--- config.mk ---
export PLATFORM = sky130hd
export DESIGN_NAME = k_nearest_point_selector_top
export DESIGN_NICKNAME = d
export VERILOG_FILES = /design/src/rtl/knps_pkg.sv /design/src/rtl/k_nearest_point_selector_top.sv /design/src/rtl/knps_mem.sv /design/src/rtl/knps_dist.sv /design/src/rtl/knps_ctrl.sv
export SDC_FILE = /design/constraint.sdc
export NUM_CORES = 2
export LEC_CHECK = 0
export BUFFER_PORTS_ARGS = -buffer_cell sky130_fd_sc_hd__buf_4
export CAP_MARGIN = 20
export CORE_MARGIN = 2
export CORE_UTILIZATION = 55
export CTS_CLUSTER_SIZE = 25
export DETAILED_ROUTE_END_ITERATION = 7
export GPL_TIMING_DRIVEN = 0
export PLACE_DENSITY_LB_ADDON = 0.2
export SYNTH_ARGS = -nofsm -noshare
export SYNTH_HDL_FRONTEND = slang
export SYNTH_SLANG_ARGS = --single-unit
--- constraint.sdc ---
create_clock -name i_clk -period 27.1 [get_ports i_clk]
set_clock_uncertainty 0.05 [all_clocks]
set_input_delay 1.355 -clock i_clk [delete_from_list [all_inputs] [get_ports i_clk]]
set_output_delay 1.355 -clock i_clk [all_outputs]
set_load 0.005 [all_outputs]
--- src/rtl/knps_pkg.sv ---
`timescale 1ns / 1ps

package knps_pkg;

    // Fixed field widths
    localparam int CNT_W   = 5;
    localparam int DIST_W  = 34;
    localparam int PIDX_W  = 20;
    localparam int COORD_W = 16;
    localparam int CFG_IDX_W  = 3;
    localparam int CFG_DATA_W = 34;

    // Request codes
    localparam logic [1:0] REQ_START = 2'd0;
    localparam logic [1:0] REQ_OFFER = 2'd1;
    localparam logic [1:0] REQ_DUMP  = 2'd2;

    // Register indexes
    localparam logic [CFG_IDX_W-1:0] CFG_QUERY_X        = 3'd0;
    localparam logic [CFG_IDX_W-1:0] CFG_QUERY_Y        = 3'd1;
    localparam logic [CFG_IDX_W-1:0] CFG_QUERY_Z        = 3'd2;
    localparam logic [CFG_IDX_W-1:0] CFG_MAX_RADIUS_SQ  = 3'd3;
    localparam logic [CFG_IDX_W-1:0] CFG_NEIGHBOR_COUNT = 3'd4;

    // Reset values
    localparam logic [DIST_W-1:0] MAX_RADIUS_RESET = {DIST_W{1'b1}};
    localparam logic [CNT_W-1:0]  NEIGHBOR_RESET   = 5'd16;

    // Most entries one dump reports
    localparam logic [CNT_W-1:0]  DUMP_CAP = 5'd16;

    typedef struct packed {
        logic [1:0]                req_type;
        logic [PIDX_W-1:0]         point_index;
        logic signed [COORD_W-1:0] point_x;
        logic signed [COORD_W-1:0] point_y;
        logic signed [COORD_W-1:0] point_z;
    } t_in_item;

    typedef struct packed {
        logic              entry_valid;
        logic [PIDX_W-1:0] kept_index;
        logic [DIST_W-1:0] kept_distance_sq;
        logic              accepted;
        logic [CNT_W-1:0]  kept_count;
        logic [DIST_W-1:0] bound_sq;
        logic              last;
    } t_out_item;

    typedef struct packed {
        logic signed [COORD_W-1:0] query_x;
        logic signed [COORD_W-1:0] query_y;
        logic signed [COORD_W-1:0] query_z;
        logic [DIST_W-1:0]         max_radius_sq;
        logic [CNT_W-1:0]          neighbor_count;
    } t_cfg;

    typedef struct packed {
        logic [DIST_W-1:0] dist_sq;
        logic [PIDX_W-1:0] point;
    } t_entry;

    typedef enum logic [3:0] {
        ST_IDLE,
        ST_DIST,
        ST_HREAD,
        ST_HLOAD,
        ST_SREAD,
        ST_SCMP,
        ST_EMIT,
        ST_DRD,
        ST_DOUT
    } t_state;

endpackage

--- src/rtl/k_nearest_point_selector_top.sv ---
`timescale 1ns / 1ps

// K-nearest point selector.
// Input channel (i_in_valid / o_in_ready / i_in_data) carries one request per
// transfer: start a query, offer a candidate point, or dump the kept entries.
// Output channel (o_out_valid / i_out_ready / o_out_data) returns one status
// result per start, offer or unknown request, and one result per kept entry
// (up to 16, last flagged) per dump; an empty dump gives one status result.
// Configuration is a plain write port (i_cfg_we, i_cfg_index, i_cfg_data),
// written by the user only while the block is idle, which the block itself does not enforce.
// The block takes one request at a time. A start goes through the emit state
// to its result. An offer forms its distance and then emits when appended or
// rejected; a root replacement adds, per heap level walked, one dual-port
// memory read and one compare and write back. The offer that fills the store
// also builds the heap, one sift per internal node. A dump reads each entry
// from memory and then outputs it, one entry at a time.
// Reset clears the count, sets the bound to the maximum radius and loads the
// register defaults; heap memory needs no clearing. A stalled receiver holds
// the output register; the block still takes the next request and stops at
// its own first result until the register frees.
module k_nearest_point_selector_top #(
    parameter int MAX_NEIGHBORS = 16
) (
    input  logic                                 i_clk,
    input  logic                                 i_rst_n,
    input  logic                                 i_cfg_we,
    input  logic [knps_pkg::CFG_IDX_W-1:0]       i_cfg_index,
    input  logic [knps_pkg::CFG_DATA_W-1:0]      i_cfg_data,
    input  logic                                 i_in_valid,
    output logic                                 o_in_ready,
    input  knps_pkg::t_in_item                   i_in_data,
    output logic                                 o_out_valid,
    input  logic                                 i_out_ready,
    output knps_pkg::t_out_item                  o_out_data
);

    localparam int AW = (MAX_NEIGHBORS > 1) ? $clog2(MAX_NEIGHBORS) : 1;

    knps_pkg::t_cfg               r_cfg;
    logic [knps_pkg::DIST_W-1:0]  cand_dist;
    logic                         we, re;
    logic [AW-1:0]                waddr, raddr_a, raddr_b;
    knps_pkg::t_entry             wdata, rdata_a, rdata_b;

    // Configuration registers
    always_ff @(posedge i_clk) begin
        if (!i_rst_n) begin
            r_cfg <= '{query_x: '0, query_y: '0, query_z: '0,
                       max_radius_sq: knps_pkg::MAX_RADIUS_RESET,
                       neighbor_count: knps_pkg::NEIGHBOR_RESET};
        end else if (i_cfg_we) begin
            case (i_cfg_index)
                knps_pkg::CFG_QUERY_X:        r_cfg.query_x <= i_cfg_data[15:0];
                knps_pkg::CFG_QUERY_Y:        r_cfg.query_y <= i_cfg_data[15:0];
                knps_pkg::CFG_QUERY_Z:        r_cfg.query_z <= i_cfg_data[15:0];
                knps_pkg::CFG_MAX_RADIUS_SQ:  r_cfg.max_radius_sq <= i_cfg_data;
                knps_pkg::CFG_NEIGHBOR_COUNT: r_cfg.neighbor_count <= i_cfg_data[4:0];
                default: begin
                end
            endcase
        end
    end

    knps_dist u_dist (
        .i_clk  (i_clk),
        .i_load (i_in_valid && o_in_ready),
        .i_item (i_in_data),
        .i_cfg  (r_cfg),
        .o_dist (cand_dist)
    );

    knps_mem #(
        .DEPTH (MAX_NEIGHBORS),
        .AW    (AW)
    ) u_mem (
        .i_clk     (i_clk),
        .i_we      (we),
        .i_waddr   (waddr),
        .i_wdata   (wdata),
        .i_re      (re),
        .i_raddr_a (raddr_a),
        .i_raddr_b (raddr_b),
        .o_rdata_a (rdata_a),
        .o_rdata_b (rdata_b)
    );

    knps_ctrl #(
        .MAX_NEIGHBORS (MAX_NEIGHBORS),
        .AW            (AW)
    ) u_ctrl (
        .i_clk       (i_clk),
        .i_rst_n     (i_rst_n),
        .i_cfg       (r_cfg),
        .i_in_valid  (i_in_valid),
        .o_in_ready  (o_in_ready),
        .i_in_data   (i_in_data),
        .i_dist      (cand_dist),
        .o_out_valid (o_out_valid),
        .i_out_ready (i_out_ready),
        .o_out_data  (o_out_data),
        .o_we        (we),
        .o_waddr     (waddr),
        .o_wdata     (wdata),
        .o_re        (re),
        .o_raddr_a   (raddr_a),
        .o_raddr_b   (raddr_b),
        .i_rdata_a   (rdata_a),
        .i_rdata_b   (rdata_b)
    );

`ifndef ASSERT_OFF
    // Count never exceeds the store depth
    a_count_depth: assert property (@(posedge i_clk) disable iff (!i_rst_n)
        o_out_valid |-> (32'(o_out_data.kept_count) <= MAX_NEIGHBORS))
        else $error("kept count beyond store depth");

    // Dump entries come only from a non-empty store and never flag acceptance
    a_entry_store: assert property (@(posedge i_clk) disable iff (!i_rst_n)
        (o_out_valid && o_out_data.entry_valid) |->
        ((o_out_data.kept_count != '0) && !o_out_data.accepted))
        else $error("dump entry from empty store");

    // Status results stand alone
    a_status_last: assert property (@(posedge i_clk) disable iff (!i_rst_n)
        (o_out_valid && !o_out_data.entry_valid) |-> o_out_data.last)
        else $error("status result without last");
`endif

endmodule

--- src/rtl/knps_mem.sv ---
`timescale 1ns / 1ps

module knps_mem #(
    parameter int DEPTH = 16,
    parameter int AW    = 4
) (
    input  logic              i_clk,
    input  logic              i_we,
    input  logic [AW-1:0]     i_waddr,
    input  knps_pkg::t_entry  i_wdata,
    input  logic              i_re,
    input  logic [AW-1:0]     i_raddr_a,
    input  logic [AW-1:0]     i_raddr_b,
    output knps_pkg::t_entry  o_rdata_a,
    output knps_pkg::t_entry  o_rdata_b
);

    knps_pkg::t_entry r_mem [DEPTH];
    knps_pkg::t_entry r_rdata_a;
    knps_pkg::t_entry r_rdata_b;

    // Write one entry, read two; read data holds while no read is issued
    always_ff @(posedge i_clk) begin
        if (i_we) begin
            r_mem[i_waddr] <= i_wdata;
        end
        if (i_re) begin
            r_rdata_a <= r_mem[i_raddr_a];
            r_rdata_b <= r_mem[i_raddr_b];
        end
    end

    assign o_rdata_a = r_rdata_a;
    assign o_rdata_b = r_rdata_b;

endmodule

--- src/rtl/knps_dist.sv ---
`timescale 1ns / 1ps

module knps_dist (
    input  logic                                  i_clk,
    input  logic                                  i_load,
    input  knps_pkg::t_in_item                    i_item,
    input  knps_pkg::t_cfg                        i_cfg,
    output logic [knps_pkg::DIST_W-1:0]           o_dist
);

    logic signed [knps_pkg::COORD_W:0]     dx, dy, dz;
    logic signed [2*knps_pkg::COORD_W+1:0] px, py, pz;
    logic [2*knps_pkg::COORD_W-1:0]        r_sq_x, r_sq_y, r_sq_z;

    // Form the differences and square them
    always_comb begin
        dx = $signed({i_item.point_x[knps_pkg::COORD_W-1], i_item.point_x})
           - $signed({i_cfg.query_x[knps_pkg::COORD_W-1], i_cfg.query_x});
        dy = $signed({i_item.point_y[knps_pkg::COORD_W-1], i_item.point_y})
           - $signed({i_cfg.query_y[knps_pkg::COORD_W-1], i_cfg.query_y});
        dz = $signed({i_item.point_z[knps_pkg::COORD_W-1], i_item.point_z})
           - $signed({i_cfg.query_z[knps_pkg::COORD_W-1], i_cfg.query_z});
        px = dx * dx;
        py = dy * dy;
        pz = dz * dz;
    end

    // Register the squares; each is below 2^32
    always_ff @(posedge i_clk) begin
        if (i_load) begin
            r_sq_x <= px[2*knps_pkg::COORD_W-1:0];
            r_sq_y <= py[2*knps_pkg::COORD_W-1:0];
            r_sq_z <= pz[2*knps_pkg::COORD_W-1:0];
        end
    end

    assign o_dist = knps_pkg::DIST_W'(r_sq_x) + knps_pkg::DIST_W'(r_sq_y)
                  + knps_pkg::DIST_W'(r_sq_z);

endmodule

--- src/rtl/knps_ctrl.sv ---
`timescale 1ns / 1ps

module knps_ctrl #(
    parameter int MAX_NEIGHBORS = 16,
    parameter int AW            = 4
) (
    input  logic                          i_clk,
    input  logic                          i_rst_n,
    input  knps_pkg::t_cfg                i_cfg,
    input  logic                          i_in_valid,
    output logic                          o_in_ready,
    input  knps_pkg::t_in_item            i_in_data,
    input  logic [knps_pkg::DIST_W-1:0]   i_dist,
    output logic                          o_out_valid,
    input  logic                          i_out_ready,
    output knps_pkg::t_out_item           o_out_data,
    output logic                          o_we,
    output logic [AW-1:0]                 o_waddr,
    output knps_pkg::t_entry              o_wdata,
    output logic                          o_re,
    output logic [AW-1:0]                 o_raddr_a,
    output logic [AW-1:0]                 o_raddr_b,
    input  knps_pkg::t_entry              i_rdata_a,
    input  knps_pkg::t_entry              i_rdata_b
);

    localparam int CW = knps_pkg::CNT_W;
    localparam int LW = (AW + 2 > CW) ? AW + 2 : CW;

    knps_pkg::t_state r_state, n_state;
    logic [CW-1:0]                 r_held, n_held;
    logic [knps_pkg::DIST_W-1:0]   r_bound, n_bound;
    logic                          r_out_valid;
    knps_pkg::t_out_item           r_out, n_out;
    logic                          out_load;

    logic [knps_pkg::PIDX_W-1:0]   r_pidx, n_pidx;
    knps_pkg::t_entry              r_cand, n_cand;
    logic [AW-1:0]                 r_parent, n_parent;
    logic [LW-1:0]                 r_child, n_child;
    logic [CW-1:0]                 r_n, n_n;
    logic                          r_heapify, n_heapify;
    logic [AW-1:0]                 r_j, n_j;
    logic [AW-1:0]                 r_i, n_i;
    logic [CW-1:0]                 r_dn, n_dn;
    logic                          r_acc, n_acc;

    logic [CW-1:0]     k, half_k, dump_n;
    logic              slot_free;
    logic [LW-1:0]     child_w, child_b;
    logic              has_b, pick_b, sift_end;
    knps_pkg::t_entry  sel;
    logic [LW-1:0]     sel_idx;

    // Clamp the neighbor count into one .. MAX_NEIGHBORS
    always_comb begin
        if (i_cfg.neighbor_count == '0) begin
            k = CW'(1);
        end else if (32'(i_cfg.neighbor_count) > MAX_NEIGHBORS) begin
            k = CW'(MAX_NEIGHBORS);
        end else begin
            k = i_cfg.neighbor_count;
        end
        half_k = (k - CW'(2)) >> 1;
        dump_n = (r_held > knps_pkg::DUMP_CAP) ? knps_pkg::DUMP_CAP : r_held;
    end

    assign slot_free  = !r_out_valid || i_out_ready;
    assign o_in_ready = (r_state == knps_pkg::ST_IDLE);

    // Child selection for one sift level
    always_comb begin
        child_w = (LW'(r_parent) << 1) + LW'(1);
        child_b = r_child + LW'(1);
        has_b   = child_b < LW'(r_n);
        pick_b  = has_b && (i_rdata_a.dist_sq < i_rdata_b.dist_sq);
        sel     = pick_b ? i_rdata_b : i_rdata_a;
        sel_idx = pick_b ? child_b : r_child;
    end

    // Next state, memory access and result formation
    always_comb begin
        n_state   = r_state;
        n_held    = r_held;
        n_bound   = r_bound;
        n_pidx    = r_pidx;
        n_cand    = r_cand;
        n_parent  = r_parent;
        n_child   = r_child;
        n_n       = r_n;
        n_heapify = r_heapify;
        n_j       = r_j;
        n_i       = r_i;
        n_dn      = r_dn;
        n_acc     = r_acc;
        n_out     = r_out;
        out_load  = 1'b0;
        o_we      = 1'b0;
        o_waddr   = r_parent;
        o_wdata   = r_cand;
        o_re      = 1'b0;
        o_raddr_a = r_j;
        o_raddr_b = r_j;
        sift_end  = 1'b0;

        case (r_state)
            knps_pkg::ST_IDLE: begin
                if (i_in_valid) begin
                    n_acc = 1'b0;
                    case (i_in_data.req_type)
                        knps_pkg::REQ_START: begin
                            n_held  = '0;
                            n_bound = i_cfg.max_radius_sq;
                            n_state = knps_pkg::ST_EMIT;
                        end
                        knps_pkg::REQ_OFFER: begin
                            n_pidx  = i_in_data.point_index;
                            n_state = knps_pkg::ST_DIST;
                        end
                        knps_pkg::REQ_DUMP: begin
                            if (dump_n == '0) begin
                                n_state = knps_pkg::ST_EMIT;
                            end else begin
                                n_i     = '0;
                                n_dn    = dump_n;
                                n_state = knps_pkg::ST_DRD;
                            end
                        end
                        default: begin
                            n_state = knps_pkg::ST_EMIT;
                        end
                    endcase
                end
            end

            knps_pkg::ST_DIST: begin
                n_state = knps_pkg::ST_EMIT;
                if (i_dist < r_bound) begin
                    n_acc = 1'b1;
                    if (r_held < k) begin
                        // Append while the store fills
                        o_we       = 1'b1;
                        o_waddr    = AW'(LW'(r_held));
                        o_wdata    = '{dist_sq: i_dist, point: r_pidx};
                        n_held     = r_held + CW'(1);
                        if (r_held + CW'(1) == k) begin
                            if (k >= CW'(2)) begin
                                n_heapify = 1'b1;
                                n_j       = AW'(LW'(half_k));
                                n_state   = knps_pkg::ST_HREAD;
                            end else begin
                                n_bound = i_dist;
                            end
                        end
                    end else begin
                        // Replace the root and sift down
                        n_cand    = '{dist_sq: i_dist, point: r_pidx};
                        n_parent  = '0;
                        n_n       = r_held;
                        n_heapify = 1'b0;
                        n_state   = knps_pkg::ST_SREAD;
                    end
                end
            end

            knps_pkg::ST_HREAD: begin
                o_re      = 1'b1;
                o_raddr_a = r_j;
                o_raddr_b = r_j;
                n_state   = knps_pkg::ST_HLOAD;
            end

            knps_pkg::ST_HLOAD: begin
                n_cand   = i_rdata_a;
                n_parent = r_j;
                n_n      = r_held;
                n_state  = knps_pkg::ST_SREAD;
            end

            knps_pkg::ST_SREAD: begin
                if (child_w < LW'(r_n)) begin
                    o_re      = 1'b1;
                    o_raddr_a = child_w[AW-1:0];
                    o_raddr_b = (child_w + LW'(1) < LW'(r_n)) ?
                                AW'(child_w + LW'(1)) : child_w[AW-1:0];
                    n_child   = child_w;
                    n_state   = knps_pkg::ST_SCMP;
                end else begin
                    // Leaf reached: place the value
                    o_we     = 1'b1;
                    o_waddr  = r_parent;
                    o_wdata  = r_cand;
                    sift_end = 1'b1;
                    if (r_parent == '0) begin
                        n_bound = r_cand.dist_sq;
                    end
                end
            end

            knps_pkg::ST_SCMP: begin
                o_we    = 1'b1;
                o_waddr = r_parent;
                if (r_cand.dist_sq > sel.dist_sq) begin
                    o_wdata  = r_cand;
                    sift_end = 1'b1;
                    if (r_parent == '0) begin
                        n_bound = r_cand.dist_sq;
                    end
                end else begin
                    // Move the larger child up; ties move the new value down
                    o_wdata  = sel;
                    n_parent = sel_idx[AW-1:0];
                    n_state  = knps_pkg::ST_SREAD;
                    if (r_parent == '0) begin
                        n_bound = sel.dist_sq;
                    end
                end
            end

            knps_pkg::ST_EMIT: begin
                if (slot_free) begin
                    out_load = 1'b1;
                    n_out    = '{entry_valid: 1'b0, kept_index: '0, kept_distance_sq: '0,
                                 accepted: r_acc, kept_count: r_held, bound_sq: r_bound,
                                 last: 1'b1};
                    n_state  = knps_pkg::ST_IDLE;
                end
            end

            knps_pkg::ST_DRD: begin
                o_re      = 1'b1;
                o_raddr_a = r_i;
                o_raddr_b = r_i;
                n_state   = knps_pkg::ST_DOUT;
            end

            knps_pkg::ST_DOUT: begin
                if (slot_free) begin
                    out_load = 1'b1;
                    n_out    = '{entry_valid: 1'b1, kept_index: i_rdata_a.point,
                                 kept_distance_sq: i_rdata_a.dist_sq, accepted: 1'b0,
                                 kept_count: r_held, bound_sq: r_bound,
                                 last: (LW'(r_i) + LW'(1) == LW'(r_dn))};
                    if (LW'(r_i) + LW'(1) == LW'(r_dn)) begin
                        n_state = knps_pkg::ST_IDLE;
                    end else begin
                        n_i     = r_i + AW'(1);
                        n_state = knps_pkg::ST_DRD;
                    end
                end
            end

            default: begin
                n_state = knps_pkg::ST_IDLE;
            end
        endcase

        // Advance to the next heapify slot or report
        if (sift_end) begin
            if (r_heapify && (r_j != '0)) begin
                n_j     = r_j - AW'(1);
                n_state = knps_pkg::ST_HREAD;
            end else begin
                n_state = knps_pkg::ST_EMIT;
            end
        end
    end

    // Control state
    always_ff @(posedge i_clk) begin
        if (!i_rst_n) begin
            r_state     <= knps_pkg::ST_IDLE;
            r_held      <= '0;
            r_bound     <= knps_pkg::MAX_RADIUS_RESET;
            r_out_valid <= 1'b0;
        end else begin
            r_state <= n_state;
            r_held  <= n_held;
            r_bound <= n_bound;
            if (out_load) begin
                r_out_valid <= 1'b1;
            end else if (i_out_ready) begin
                r_out_valid <= 1'b0;
            end
        end
    end

    // Working registers
    always_ff @(posedge i_clk) begin
        r_pidx    <= n_pidx;
        r_cand    <= n_cand;
        r_parent  <= n_parent;
        r_child   <= n_child;
        r_n       <= n_n;
        r_heapify <= n_heapify;
        r_j       <= n_j;
        r_i       <= n_i;
        r_dn      <= n_dn;
        r_acc     <= n_acc;
        r_out     <= n_out;
    end

    assign o_out_valid = r_out_valid;
    assign o_out_data  = r_out;

endmodule
; Yosys cells after proc, flatten, opt, wreduce, memory -nomap -nowiden
; Memories as Yosys holds them, arrays and structs flattened. A register that Yosys moved wholly into a read port is not among the register bits.
; Cells that the tools add are included.
[totals]
ff_bits = 427
ramBits = 864
elab_cells = 227
mem_count = 1
[mem_list]
columns = memory, depth, word_bits, read_ports, rd_ports_with_merged_regs, wr, line
row1 = u_mem.r_mem, 16, 54, 2, 2, 1, knps_mem.sv:18  ; knps_pkg::t_entry r_mem [DEPTH];
[classes]
n_addsub = 13
mul = 3
magnitude_cmp = 10
n_eq_ne = 38
n_mux = 93
n_bitwise = 1
n_reduce_logical = 38
[op_table]
columns = operator, n
row1 = 34-bit 2-to-1 mux, 10
row2 = 54-bit 2-to-1 mux, 6
row3 = 54-bit case mux with 2 select lines, 2
row4 = 96-bit 2-to-1 mux, 2
row5 = 96-bit case mux with 2 select lines, 1
row6 = 34-bit case mux with 4 select lines, 1
row7 = 4-bit 2-to-1 mux, 31
row8 = 17-bit by 17-bit multiplier with 32-bit output, 3
row9 = 34-bit less-than comparator, 2
row10 = 16-bit by 16-bit subtractor with 17-bit output, 3
row11 = 5-bit 2-to-1 mux, 9
row12 = 4-bit case mux with 9 select lines, 1
row13 = 34-bit by 32-bit adder with 34-bit output, 1
row14 = 34-bit > comparator, 1
row15 = 32-bit by 32-bit adder with 33-bit output, 1
row16 = 4-bit case mux with 2 select lines, 4
row17 = 5-bit case mux with 2 select lines, 2
row18 = 6-bit by 5-bit less-than comparator with 1-bit output, 3
row19 = "2-bit inequality test, second input constant", 9
row20 = "4-bit by 3-bit equality test with 1-bit output, second input constant", 4
row21 = 1-bit 2-to-1 mux, 16
row22 = "2-bit by 1-bit inequality test with 1-bit output, second input constant", 7
row23 = "6-bit by 1-bit adder with 6-bit output, second input constant", 2
row24 = "3-bit by 1-bit inequality test with 1-bit output, second input constant", 4
row25 = 42 further kinds, 71

; Depth between registers and ports, before layout
[depth]
depth_word = 11
depth_mapped = 38
ltp_nobuf = 37

; Hierarchy
; A second synthesis with hierarchy kept.
[hier_totals]
cells_unflattened = 7499
area_unflattened_um2 = 95982.1
[by_module_without_submodules]
columns = module, n_inst, cells_each, area_each_um2
row1 = knps_mem, 1, 1901, 41891.4
row2 = knps_dist, 1, 3670, 34679.5
row3 = knps_ctrl, 1, 1585, 15915.3
row4 = k_nearest_point_selector_top, 1, 343, 3495.9

; Worst setup path after synthesis
; No wires, ideal clock.
[synth_timing]
path_kind = in2reg
start = input port i_in_data[32] (netlist name)
end = register u_dist.r_sq_x[31] (netlist name) (data pin)
t_arrival_ns = 9.019
required_ns = 26.790
setup_slack_ns = 17.771
path_stages = 35
path_buffers = 1
cell_sequence = inv_1 > ha_1 > fa_1 > nor2b_1 > o31a_1 > o221ai_1 > o2111ai_1 > a21oi_1 > o21bai_1 > a21o_1 > nand2_1 > a31o_2 > inv_1 > clkbuf_1 > nor2_1 > fa_1 > inv_1 > fa_1 > inv_1 > fa_1 > fa_1 > fa_1 > inv_1 > fa_1 > inv_1 > ha_1 > o21a_1 > o21ai_0 > nor2_1 > or2_2 > a31oi_1 > a211o_1 > o21ai_0 > a31oi_1 > xnor2_1
[synth_between]
elab_chain_len = 2
[synth_rtl]
columns = element, line
row1 = start: declaration, k_nearest_point_selector_top.sv:31  ; input knps_pkg::t_in_item i_in_data,
row2 = 16-bit by 16-bit subtractor with 17-bit output, knps_dist.sv:18  ; - $signed({i_cfg.query_x[knps_pkg::COORD_W-1], i_cfg.query_x});
row3 = 17-bit by 17-bit multiplier with 32-bit output, knps_dist.sv:23  ; px = dx * dx;
row4 = named net u_dist.px (one bit), knps_dist.sv:12  ; logic signed [2*knps_pkg::COORD_W+1:0] px, py, pz;
row5 = end signal: assignment, knps_dist.sv:31  ; r_sq_x <= px[2*knps_pkg::COORD_W-1:0];
row6 = end: declaration, knps_dist.sv:13  ; logic [2*knps_pkg::COORD_W-1:0] r_sq_x, r_sq_y, r_sq_z;
; The timed path passes the listed nets, and every way through them passes these cells.
; A chain may end at the register's enable or synchronous reset.

; Worst setup path after layout
[layout_timing]
start = register u_dist.r_sq_y[3] (netlist name)
end = memory u_mem.r_mem[12][39] (netlist name), enable pin
[layout_between]
elab_chain_len = 7
word_cells_on_any_way = 9
[layout_rtl]
columns = element, line
row1 = start: declaration, knps_dist.sv:13
row2 = start signal: assignment, knps_dist.sv:32  ; r_sq_y <= py[2*knps_pkg::COORD_W-1:0];
row3 = 32-bit by 32-bit adder with 33-bit output *, knps_dist.sv:37  ; assign o_dist = knps_pkg::DIST_W'(r_sq_x) + knps_pkg::DIST_W'(r_sq_y)
row4 = 34-bit by 32-bit adder with 34-bit output *, knps_dist.sv:38  ; + knps_pkg::DIST_W'(r_sq_z);
row5 = 34-bit less-than comparator *, knps_ctrl.sv:138  ; if (i_dist < r_bound) begin
row6 = 1-bit 2-to-1 mux, knps_ctrl.sv:138
row7 = 1-bit case mux with 3 select lines, knps_ctrl.sv:106  ; case (r_state)
row8 = 1-bit 2-to-1 mux, knps_mem.sv:24  ; if (i_we) begin
row9 = 1-bit 2-to-1 mux (not written as such), knps_mem.sv:25  ; r_mem[i_waddr] <= i_wdata;
row10 = end: declaration, knps_mem.sv:18
; Every way passes the cells marked *; elsewhere a longest branch is shown, timed or not.

==> results by group <==
CTS
  • H-tree Lvls: 4
  • Cts bufs inserted: 154
  • Clock root cell: clkbuf_16
  • Clock Latency Late Sink: 0.84 ns
  • Max clock buf depth: 3
  • CTS clk-pin slew, worst paths: 0.06 ns
  • Post-CTS sizing: 0
  • TritonCTS clock tree: done
  • Hold_buf cts: 0
  • CTS Sinks: 1394
  • Postcts setup bufs: 0

Critical path
  • Critical Path End Type: register
  • CP Max Fanout: 23
  • CP peak stage delay: 0.95 ns
  • Crit. Startpoint: u_dist.r_sq_y[3]
  • Slowest cell on crit path: a21oi_1
  • Crit path required time: 27.62 ns
  • CP Class: reg -> reg
  • WP data arrival: 11.42 ns
  • RR Startpoint: u_dist.r_sq_y[3]
  • Worst Setup Start Kind: register
  • Most used cell, CP: nor2_1

Drt
  • TritonRoute pass-1 iters: 8
  • Post-Route M1 WL: 119000 um
  • WL met3: 22800 um
  • Total wire length: 311000 um
  • Vias per Instance: 5.96
  • # DRC: 0
  • Met2 wire length: 150000 um
  • Avg WL per Cell: 25.6 um
  • Top layer in use: met5
  • Starting DRT DRC Count: 6980
  • Final ANT Viol Nets: 0
  • Vias: 72.2k

Synth
  • Async SR Flop Fraction: 0%
  • Netlist Area Pre-Place: 100000 um^2
  • Syn avg cell area: 10.9 um^2
  • Number of synthesized flops with an enable pin: 1259
  • Post-synthesis instance total: 9172
  • FF+latch count, synth: 1394
  • Mapped Nets: 10.5k
  • Seq/Total Area, Yosys: 40.5%
  • Distinct cells, synth: 100
  • Ys Warns: 0
  • Synth Flop Type: edfxtp_1

Global route
  • First-pass GRT wire length: 461000 um
  • Vias in the first global route: 74.1k
  • GRT Resource Usage Total: 33.5%
  • Global route overflow: 0
  • Initial antenna violation count: 11
  • Largest net degree at the start of global routing: 55

Floorplanning
  • Die area: 185000 um^2
  • Row Count: 156
  • Core ar.: 181000 um^2
  • Die height: 430 um
  • Initial Util: 55.3%
  • Die W: 430 um
  • # IOs: 210

Layout
  • Layout cells sized above 1: 7.82%
  • Area delta synth->final: 11.3%
  • Nets@finish: 11.0k
  • Layout fillers: 14.4k

Timing
  • Final setup violation count: 0
  • Max Slew Vio Count: 0
  • Worst slew pin tran: 1.29 ns
  • Fmax: 0.0917 GHz
  • Slew headroom: 13.7%
  • Post-route clock period utilization: 40.2%
  • Fin worst setup slack: 16.20 ns
  • Post-Route Setup TNS: 0 ns
  • Hold Vio Cnt, Final: 0
  • Min Clock Period, post-route: 10.90 ns
  • RSZ-0062 raised after global routing: false

Min path
  • HP Class: reg -> reg
  • Hold path start: u_ctrl.r_bound[10]

Status
  • Status: completed

Placed design
  • Port bufs: 209
  • HPWL Detailed: 245000 um
  • Final RePlAce weighted congestion: 0.972
  • Post-place setup slack: 16.28 ns

Flow run
  • Maxcap violations: 0
==> layout make-up <==
type	instances	area [um^2]	share of cell area (%)
inverters	1203	4520	4.06
well taps	2370	2970	2.67
plain buffers	447	1920	1.73
flip-flops and latches	1394	40500	36.4
multi-input cells	6128	53200	47.8
clock inverters	90	1010	0.905
diodes	8	20.0	0.0180
repair buffers	295	2860	2.57
clock buffers	192	4240	3.81
==> per-layer routing <==
layer	vias up	track usage [%]
met4	2	18.1
met2	3094	56.4
met1	35974	41.7
met3	729	5.36
li1	32419	-
met5	-	0
==> cell families (layout without fill, tap and decap cells) <==
| kind of cell | count (synthesis) | after routing | synth area share, % |
|---|---|---|---|
| buf+inv | 1650 | 2227 | 6.44 |
| simple gates | 2313 | 2313 | 10.2 |
| mux | 1056 | 1056 | 10.6 |
| compound gates | 1284 | 1284 | 8.77 |
| xor+xnor | 224 | 224 | 1.98 |
| fa+ha+maj | 1251 | 1251 | 21.5 |
| flops | 1394 | 1394 | 40.5 |
| other cells | 0 | 8 | 0 |
==> Yosys cell counts (135+ instances only) <==
library cell,instances,area [um^2]
mux2i_1,1050,10500
dfxtp_1,135,2700
edfxtp_1,1259,37800
nand2_1,1111,4170
and2_1,232,1450
ha_1,476,5960
a211oi_1,255,1910
a31oi_1,240,1500
xnor2_1,154,1350
o21ai_0,160,801
nor2_1,539,2020
inv_1,1185,4450
fa_1,775,15500
clkbuf_1,296,1110
a21oi_1,210,1050
==> worst paths after layout <==
| path | endpoint | slack (ns) | depth (start not counted) |
|---|---|---|---|
| worst max-delay path | u_mem.r_mem[12][39] | 16.20 | 32 |
| worst min-delay path | u_ctrl.o_out_data[11] | 0.42 | 0 |
| worst max register to register | u_mem.r_mem[12][39] | 16.20 | 32 |
| worst min register to register | u_ctrl.o_out_data[11] | 0.42 | 0 |
==> worst max-delay path: cells and delay by family (launching register included) <==
kind / cells / cell delay [ns]
AO/OA/AOI/OAI: 12 / 4.33
XOR/XNOR: 2 / 1.07
adder cells (fa/ha/maj): 3 / 1.13
buffers and inverters: 5 / 1.25
flip-flops: 1 / 0.38
AND/OR/NAND/NOR: 10 / 2.32
==> per-stage QoR <==
step	area (um^2)	instances	util (%)	hold slack, ns
detailed placement	106000	11826	58.6	0.408
finish	111000	12127	61.5	0.416
floorplan	100000	9172	-	0.358
global route	111000	12120	61.5	0.429
global placement	105000	11751	57.8	0.403
CTS	111000	12108	61.5	0.416
==> sequential cells by signal, summed over array words and instances (netlist names) <==
| name | cells |
|---|---|
| u_mem.r_mem | 864 |
| u_ctrl.o_out_data | 96 |
| r_cfg | 87 |
| u_ctrl.r_cand | 54 |
| u_mem.o_rdata_a | 54 |
| u_mem.o_rdata_b | 54 |
| u_ctrl.r_bound | 34 |
| u_dist.r_sq_x | 31 |
| u_dist.r_sq_y | 31 |
| u_dist.r_sq_z | 31 |
| u_ctrl.r_pidx | 20 |
| u_ctrl.r_dn | 5 |
| u_ctrl.r_held | 5 |
| u_ctrl.r_n | 5 |
| u_ctrl.r_child | 4 |
| u_ctrl.r_i | 4 |
| u_ctrl.r_j | 4 |
| u_ctrl.r_parent | 4 |
| u_ctrl.r_state | 4 |
| u_ctrl.o_out_valid | 1 |
| u_ctrl.r_acc | 1 |
| u_ctrl.r_heapify | 1 |
==> placed cells by master, fill, tap and decap left out, types with 116 or more instances in the layout <==
master,instances
o21ai_0,147
mux2i_1,1050
and2_1,231
ha_1,476
clkbuf_1,316
buf_4,258
nor2_1,522
clkbuf_16,161
fa_1,775
a21oi_1,210
xnor2_1,153
nand2_1,1111
a31oi_1,240
inv_1,1184
edfxtp_1,1259
a211oi_1,255
dfxtp_1,135
buf_2,116
Power is left out: the tool's default activity adds up to more than one toggle a clock period on the data nets, which glitch-free logic cannot reach.
